**src/rtl/smc_pkg.sv**
```systemverilog
// Shared types and constants for the substring match counter.
package smc_pkg;

	// Fixed widths of the register file and the result words.
	localparam int PAT_BYTES  = 16;
	localparam int LEN_W      = 5;
	localparam int CFG_DATA_W = 64;
	localparam int CFG_IDX_W  = 2;
	localparam int LINE_W     = 20;
	localparam int TOTAL_W    = 24;

	// Register indexes of the configuration port.
	localparam logic [CFG_IDX_W-1:0] REG_PATTERN_LOW    = 2'd0;
	localparam logic [CFG_IDX_W-1:0] REG_PATTERN_HIGH   = 2'd1;
	localparam logic [CFG_IDX_W-1:0] REG_PATTERN_LENGTH = 2'd2;

	// Text constants and saturation limits.
	localparam logic [7:0]         NEWLINE_BYTE = 8'h0A;
	localparam logic [LINE_W-1:0]  LINE_MAX     = '1;
	localparam logic [TOTAL_W-1:0] TOTAL_MAX    = '1;

	// Pattern as seen by the comparator, with its length already clamped.
	typedef struct packed {
		logic [PAT_BYTES-1:0][7:0] pattern;
		logic [LEN_W-1:0]          len;
	} cfg_t;

	// One text byte leaving the input register and entering the result register.
	typedef struct packed {
		logic       fire;
		logic [7:0] data;
		logic       last;
	} step_t;

endpackage

```
**src/rtl/smc_cfg.sv**
```systemverilog
// Configuration registers and pattern length clamping.
module smc_cfg #(
	parameter int MAX_PATTERN = 16
) (
	input  logic                            clk,
	input  logic                            arst_n,
	input  logic                            cfg_write,
	input  logic [smc_pkg::CFG_IDX_W-1:0]   cfg_index,
	input  logic [smc_pkg::CFG_DATA_W-1:0]  cfg_data,
	output smc_pkg::cfg_t                   cfg
);
	import smc_pkg::*;

	logic [CFG_DATA_W-1:0] pattern_low_q;
	logic [CFG_DATA_W-1:0] pattern_high_q;
	logic [LEN_W-1:0]      pattern_length_q;

	// Register writes; an index past the list is ignored.
	always_ff @(posedge clk or negedge arst_n) begin
		if (!arst_n) begin
			pattern_low_q    <= '0;
			pattern_high_q   <= '0;
			pattern_length_q <= LEN_W'(1);
		end else if (cfg_write) begin
			unique case (cfg_index)
				REG_PATTERN_LOW:    pattern_low_q    <= cfg_data;
				REG_PATTERN_HIGH:   pattern_high_q   <= cfg_data;
				REG_PATTERN_LENGTH: pattern_length_q <= cfg_data[LEN_W-1:0];
				default: ;
			endcase
		end
	end

	// A zero length counts as one, a length beyond the window as the window.
	always_comb begin
		cfg.pattern = {pattern_high_q, pattern_low_q};
		if (pattern_length_q == '0) begin
			cfg.len = LEN_W'(1);
		end else if (pattern_length_q > LEN_W'(MAX_PATTERN)) begin
			cfg.len = LEN_W'(MAX_PATTERN);
		end else begin
			cfg.len = pattern_length_q;
		end
	end

	assert property (@(posedge clk) disable iff (!arst_n)
		cfg.len != '0 && cfg.len <= LEN_W'(MAX_PATTERN))
		else $error("clamped pattern length out of range");

endmodule

```
**src/rtl/smc_window.sv**
```systemverilog
// Window of recent text bytes, parallel pattern compare and match spacing.
module smc_window #(
	parameter int MAX_PATTERN = 16
) (
	input  logic           clk,
	input  logic           arst_n,
	input  smc_pkg::step_t step,
	input  smc_pkg::cfg_t  cfg,
	output logic           hit
);
	import smc_pkg::*;

	localparam int IDX_W = (MAX_PATTERN > 1) ? $clog2(MAX_PATTERN) : 1;
	localparam int CNT_W = $clog2(MAX_PATTERN + 1);

	logic [7:0]             win_q   [MAX_PATTERN];
	logic [7:0]             win_new [MAX_PATTERN];
	logic [CNT_W-1:0]       since_q;
	logic [CNT_W-1:0]       since_inc;
	logic [MAX_PATTERN-1:0] byte_ok;

	// Window after this byte is shifted in; the newest byte sits at index 0.
	always_comb begin
		win_new[0] = step.data;
		for (int k = 1; k < MAX_PATTERN; k++) begin
			win_new[k] = win_q[k-1];
		end
	end

	// Pattern byte i lines up with window position len-1-i; unused bytes pass.
	for (genvar i = 0; i < MAX_PATTERN; i++) begin : g_cmp
		logic [LEN_W-1:0] pos;
		assign pos = cfg.len - LEN_W'(i + 1);
		assign byte_ok[i] = (LEN_W'(i) >= cfg.len) ||
			(win_new[pos[IDX_W-1:0]] == cfg.pattern[i]);
	end

	// Matches may not overlap: a full pattern length must follow the last one.
	assign since_inc = (since_q < CNT_W'(MAX_PATTERN)) ? since_q + CNT_W'(1) : since_q;
	assign hit       = (&byte_ok) && (LEN_W'(since_inc) >= cfg.len);

	// State advances with each byte and clears after the last byte of a text.
	always_ff @(posedge clk or negedge arst_n) begin
		if (!arst_n) begin
			for (int k = 0; k < MAX_PATTERN; k++) begin
				win_q[k] <= '0;
			end
			since_q <= '0;
		end else if (step.fire) begin
			if (step.last) begin
				for (int k = 0; k < MAX_PATTERN; k++) begin
					win_q[k] <= '0;
				end
				since_q <= '0;
			end else begin
				for (int k = 0; k < MAX_PATTERN; k++) begin
					win_q[k] <= win_new[k];
				end
				since_q <= hit ? '0 : since_inc;
			end
		end
	end

	assert property (@(posedge clk) disable iff (!arst_n)
		step.fire && hit && !step.last |=> since_q == '0)
		else $error("spacing counter not restarted after a match");

endmodule

```
**src/rtl/smc_count.sv**
```systemverilog
// Line and match counters with saturation.
module smc_count (
	input  logic                         clk,
	input  logic                         arst_n,
	input  smc_pkg::step_t               step,
	input  logic                         hit,
	output logic [smc_pkg::LINE_W-1:0]   line_number,
	output logic [smc_pkg::TOTAL_W-1:0]  match_total
);
	import smc_pkg::*;

	logic [LINE_W-1:0]  line_q;
	logic [TOTAL_W-1:0] match_q;
	logic [TOTAL_W-1:0] match_next;

	// The result carries the line before a newline is counted and the total after this match.
	assign match_next  = (hit && match_q != TOTAL_MAX) ? match_q + TOTAL_W'(1) : match_q;
	assign line_number = line_q;
	assign match_total = match_next;

	always_ff @(posedge clk or negedge arst_n) begin
		if (!arst_n) begin
			line_q  <= LINE_W'(1);
			match_q <= '0;
		end else if (step.fire) begin
			if (step.last) begin
				line_q  <= LINE_W'(1);
				match_q <= '0;
			end else begin
				match_q <= match_next;
				if (step.data == NEWLINE_BYTE && line_q != LINE_MAX) begin
					line_q <= line_q + LINE_W'(1);
				end
			end
		end
	end

	assert property (@(posedge clk) disable iff (!arst_n)
		step.fire && step.last |=> line_q == LINE_W'(1) && match_q == '0)
		else $error("counters not cleared after the last byte");

	assert property (@(posedge clk) disable iff (!arst_n)
		line_q != '0)
		else $error("line counter reached zero");

endmodule

```
**src/rtl/substring_match_counter_core.sv**
```systemverilog
// Top level of the streaming substring match counter.
//
//  Channel  | Handshake             | Word
//  ---------+-----------------------+-----------------------------------------------
//  input    | in_valid / in_ready   | text_byte, final_byte
//  result   | out_valid / out_ready | match_found, line_number, match_total, end_of_text
//  config   | cfg_write             | cfg_index, cfg_data
//
// One word is taken per cycle unless both registers are full and the result stalls.
// The window compare and both counters sit between the input and result registers.
// Reset empties both registers and the window, resets the counters and sets the pattern
// to one zero byte. A stalled result holds while the input register takes one more word.
module substring_match_counter_core #(
	parameter int MAX_PATTERN = 16
) (
	input  logic                            clk,
	input  logic                            arst_n,
	input  logic                            cfg_write,
	input  logic [smc_pkg::CFG_IDX_W-1:0]   cfg_index,
	input  logic [smc_pkg::CFG_DATA_W-1:0]  cfg_data,
	input  logic                            in_valid,
	output logic                            in_ready,
	input  logic [7:0]                      text_byte,
	input  logic                            final_byte,
	output logic                            out_valid,
	input  logic                            out_ready,
	output logic                            match_found,
	output logic [smc_pkg::LINE_W-1:0]      line_number,
	output logic [smc_pkg::TOTAL_W-1:0]     match_total,
	output logic                            end_of_text
);
	import smc_pkg::*;

	cfg_t               cfg;
	step_t              step;
	logic               hit;
	logic [LINE_W-1:0]  line_now;
	logic [TOTAL_W-1:0] total_now;

	logic               valid_s1;
	logic [7:0]         byte_s1;
	logic               last_s1;
	logic               valid_s2;
	logic               found_s2;
	logic [LINE_W-1:0]  line_s2;
	logic [TOTAL_W-1:0] total_s2;
	logic               last_s2;
	logic               advance;

	// A word moves on when the result register is empty or being drained.
	assign advance  = valid_s1 && (!valid_s2 || out_ready);
	assign in_ready = !valid_s1 || advance;

	assign step.fire = advance;
	assign step.data = byte_s1;
	assign step.last = last_s1;

	smc_cfg #(
		.MAX_PATTERN(MAX_PATTERN)
	) u_cfg (
		.clk       (clk),
		.arst_n    (arst_n),
		.cfg_write (cfg_write),
		.cfg_index (cfg_index),
		.cfg_data  (cfg_data),
		.cfg       (cfg)
	);

	smc_window #(
		.MAX_PATTERN(MAX_PATTERN)
	) u_window (
		.clk    (clk),
		.arst_n (arst_n),
		.step   (step),
		.cfg    (cfg),
		.hit    (hit)
	);

	smc_count u_count (
		.clk         (clk),
		.arst_n      (arst_n),
		.step        (step),
		.hit         (hit),
		.line_number (line_now),
		.match_total (total_now)
	);

	// Input register.
	always_ff @(posedge clk or negedge arst_n) begin
		if (!arst_n) begin
			valid_s1 <= 1'b0;
		end else if (in_ready) begin
			valid_s1 <= in_valid;
		end
	end

	always_ff @(posedge clk) begin
		if (in_ready && in_valid) begin
			byte_s1 <= text_byte;
			last_s1 <= final_byte;
		end
	end

	// Result register.
	always_ff @(posedge clk or negedge arst_n) begin
		if (!arst_n) begin
			valid_s2 <= 1'b0;
		end else if (advance) begin
			valid_s2 <= 1'b1;
		end else if (out_ready) begin
			valid_s2 <= 1'b0;
		end
	end

	always_ff @(posedge clk) begin
		if (advance) begin
			found_s2 <= hit;
			line_s2  <= line_now;
			total_s2 <= total_now;
			last_s2  <= last_s1;
		end
	end

	assign out_valid   = valid_s2;
	assign match_found = found_s2;
	assign line_number = line_s2;
	assign match_total = total_s2;
	assign end_of_text = last_s2;

	assert property (@(posedge clk) disable iff (!arst_n)
		!in_ready |-> valid_s1 && valid_s2 && !out_ready)
		else $error("input held off while a register is free");

	assert property (@(posedge clk) disable iff (!arst_n)
		out_valid && match_found |-> match_total != '0)
		else $error("match reported with a zero total");

	assert property (@(posedge clk) disable iff (!arst_n)
		out_valid && !out_ready |=> out_valid
		&& $stable({match_found, line_number, match_total, end_of_text}))
		else $error("stalled result word changed");

endmodule
```
**config.mk**
```make
export PLATFORM = sky130hd
export DESIGN_NAME = substring_match_counter_core
export DESIGN_NICKNAME = d
export VERILOG_FILES = /design/src/rtl/smc_pkg.sv /design/src/rtl/smc_cfg.sv /design/src/rtl/smc_window.sv /design/src/rtl/smc_count.sv /design/src/rtl/substring_match_counter_core.sv
export SDC_FILE = /design/constraint.sdc
export NUM_CORES = 1
export LEC_CHECK = 0
export ABC_AREA = 1
export BUFFER_PORTS_ARGS = -buffer_cell sky130_fd_sc_hd__buf_2
export CORE_ASPECT_RATIO = 2
export CORE_MARGIN = 3
export CORE_UTILIZATION = 52
export CTS_CLUSTER_SIZE = 12
export DETAILED_ROUTE_END_ITERATION = 8
export GPL_ROUTABILITY_DRIVEN = 0
export PLACE_DENSITY = 0.7
export SLEW_MARGIN = 20
export SYNTH_ARGS = -nofsm -noshare
export SYNTH_HDL_FRONTEND = slang
export SYNTH_SLANG_ARGS = --single-unit
```
**constraint.sdc**
```tcl
create_clock -name clk -period 9.29 [get_ports clk]
set_clock_uncertainty 0.15 [all_clocks]
set_input_delay 1.3935 -clock clk [delete_from_list [all_inputs] [get_ports clk]]
set_output_delay 1.3935 -clock clk [all_outputs]
set_load 0.01 [all_outputs]
```
==> impl_results.md <==
- Crit path max fanout: between 40 and 50
- Worst VDD drop: ~0.15 mV
- Sw Share: 0.4553
- WL/cell: 22.62 um
- Syn avg cell area: 6.681 um^2
- Worst-skew pair later-pin latency: about 0.55 ns
- Period utilization: 0.6999
- Vias/cell: a little over 6
- Synth Flop Type: dfrtp_1
- Synth warnings: 0
- EDFF count, synth: 55
- TNS Setup: 0 ns
- Antenna diodes: 0
- Status: finished, final reports clean
- Clock slew at reported path FFs: approximately 0.06 ns
- Part of the power in registers: 0.307
- CP dominant cell by count: nand2_1
- Synth top area cells: dfrtp_1, nand2_1, nand3_1
- DR iter-0 viols: ~3.2k
- Die height: just over 300 um
- Number of global-route vias before repair: roughly 24k
- IO Pins: 128
- WS Path Type: register to register
- Pleak: around 13 nW
- Final net count: ~3.6k
- Final WL: roughly 93000 um
- RSZ-0062 raised after global routing: no
- Num CTS Buffers: 37
- Fraction of layout cells with a size suffix above 1: 0.06947
- # port buffers: roughly 130
- Crit. End Element: register
- Setup violations, final: 0
- Power per cell area: ~250 nW/um^2
- Drc violations: 0
- Synth Cell Area: 23380 um^2
- Row count: roughly 110
- DR pass1 iterations: 9
- Final Hold Fails: 0
- Starting density of the core: 0.5276
- Max-capacitance violation count: 0
- Synth unique cells: 44
- Layout overhead on the synthesized area: 8.523%
- Most common cell after layout, fill and taps aside: nand2_1
- Critical Path, Cell by Cell: inv_2 > nand3_2 > buf_4 > nand2_4 > ha_1 > inv_1 > nand2_1 > buf_4 > inv_2 > nand2_1 > nand3_1 > nand3_1 > nand2_1 > nand2_1 > nand2_1 > nand2_1 > nor2_1 > a21oi_1 > nor2_1 > nand3_1 > nor2_4 > buf_12 > nand3_1 > and2_1
- NetSw: about 2.9 mW
- Reg-to-reg startpoint: u_cfg.pattern_length_q[4]
- GRT Total Usage: 0.3798
- Largest net degree at the start of global routing: roughly 170
- Post-layout min period: approximately 6.5 ns
- H-tree lvl count: 2
- Clk buf depth: 3
- Critical Path Max Stage Delay: between 0.5 and 0.6 ns
- CTS tree: yes
- Slowest-stage cell, CP: dfrtp_1
- Synth area leader: dfrtp_1
- Final core occ: 0.5726
- Die width: approximately 160 um
- Final HPWL DP: a little under 70000 um
- HP Start: u_count.line_number[18]
- Root Driver: clkbuf_16
- Total power draw: 6.260 mW
- CP Launch Type: register
- F_max: ~150 MHz
- Core box area: ~44000 um^2
- Initial antenna violation count: 1
- Fill cells: between 4k and 5k
- Slew headroom: 0.2030
- Logic pwr share: 0.456
- CP arrival: between 6 and 7 ns
- Post-route antenna net violation count: 0
- Int Power: 3.410 mW
- Syn_nets: around 3.6k
- Ys async rst share: 0.8468
- Critical path required time: 9.45 ns
- Clock share of power: 0.237
- Post-cts sizing count: 0
- Crit path launch: u_cfg.pattern_length_q[4]
- Clk sink count: ~360
- Post-CTS setup buffers: 0
- Die Area: approximately 48000 um^2
- Max-slew violation count: 0
- Via count: roughly 25k
- Seq/Total Area, Yosys: 0.3960
- Slew @ Worst Pin: ~1.2 ns
- Post-Synthesis Cells: about 3.5k
- Hold Path Class: register to register
- Hold_buf cts: 0
- Commonest non-fill, non-tap cells in the layout: nand2_1, nand3_1, inv_1, dfrtp_1, o21ai_0
- Top-area cell type share of the netlist area: 0.3232
- First-pass GRT wire length: roughly 140000 um
- Flops & latches, synth: 359
- Grt ovf: 0
registers in the layout, indices dropped and copies added (netlist names):
register	flops
u_window.win_new	120
u_cfg.pattern_high_q	64
u_cfg.pattern_low_q	64
match_total	24
u_count.match_q	24
line_number	20
u_count.line_number	20
byte_s1	8
u_cfg.pattern_length_q	5
u_window.since_q	5
end_of_text	1
last_s1	1
match_found	1
out_valid	1
valid_s1	1
area by class of cell:
cell class	count	area [um^2]	share of cell area
inverter	367	1384	0.05453
clock buffer	57	1062	0.04186
sequential	359	9261	0.3649
clock inverter	4	81.33	0.003205
multi-input combinational	2599	12000	0.4728
tap	555	694.4	0.02736
timing repair buffer	155	897.1	0.03535
final timing paths:
kind / cells after the start / end / slack [ns]
max in group asynchronous: 2 / u_cfg.pattern_low_q[58] / 6.92
worst max register to register: 24 / match_total[8] / 2.79
worst max-delay path: 24 / match_total[8] / 2.79
min in group asynchronous: 1 / u_cfg.pattern_low_q[35] / 0.64
worst min-delay path: 0 / line_number[18] / 0.33
worst min register to register: 0 / line_number[18] / 0.33
Yosys cell counts, types with 2 or more instances:
cell,count
o21ai_1,5
and2_1,3
inv_1,347
nor2_1,81
ha_1,12
dfrtp_1,302
o31ai_1,4
a21oi_1,15
nor2_4,3
nor4_1,4
buf_1,22
a21oi_2,2
clkbuf_1,90
o21bai_1,3
o21ai_0,154
o22ai_1,121
and3_1,2
nand2_1,1233
buf_4,17
nor2_2,4
a21o_1,9
nand3_1,844
inv_2,18
a211oi_1,3
nand2_2,3
nor3_1,11
edfxtp_1,55
nand4_1,13
xor2_4,2
nand3b_1,49
dfstp_2,2
clkinv_1,2
buf_2,46
xnor2_1,2
xor2_1,8
power by group through the flow:
| stage | clock network (mW) | registers [mW] | logic [mW] |
|---|---|---|---|
| finish | 1.48 | 1.93 | 2.85 |
| CTS | 1.50 | 1.92 | 2.71 |
| floorplan | 0 | 1.89 | 1.93 |
| global route | 1.55 | 1.94 | 3.10 |
| detailed placement | 0 | 1.94 | 2.70 |
| global placement | 0 | 1.94 | 2.65 |
through the flow:
stage / area (um^2) / setup slack [ns] / hold slack, ns / instances
5_1_grt: 25380 / 2.524 / 0.3450 / 4096
2_1_floorplan: 23380 / 5.126 / 0.2914 / 3500
6_report: 25380 / 2.788 / 0.3344 / 4096
3_5_place_dp: 24210 / 2.753 / 0.3203 / 4034
3_3_place_gp: 24190 / 2.913 / 0.3112 / 4033
4_1_cts: 25350 / 2.758 / 0.3360 / 4095
worst max-delay path: cells and delay by family (launching register included):
| family | cells | cell delay (ns) |
|---|---|---|
| adder cells (fa/ha/maj) | 1 | 0.42 |
| AND/OR/NAND/NOR | 16 | 2.96 |
| flip-flops | 1 | 0.57 |
| buffers and inverters | 6 | 1.82 |
| AO/OA/AOI/OAI | 1 | 0.29 |
routing by layer:
layer,track usage,wire length (um)
met5,0,13
met4,0.3575,11630
met3,0.09025,8467
met2,0.6145,42580
met1,0.3981,29950
kinds of logic (layout without fill, tap and decap cells):
family | count (synthesis) | in the layout | synth area share
and+or+nand+nor | 2251 | 2251 | 0.4193
buffers and inverters | 542 | 583 | 0.09219
DFF | 359 | 359 | 0.3960
AOI/OAI and AO/OA | 323 | 323 | 0.07929
xor gates and xnor gates | 13 | 13 | 0.006795
adders and majority gates | 12 | 12 | 0.006420
No activity file was read; power rests on OpenSTA's default activity.
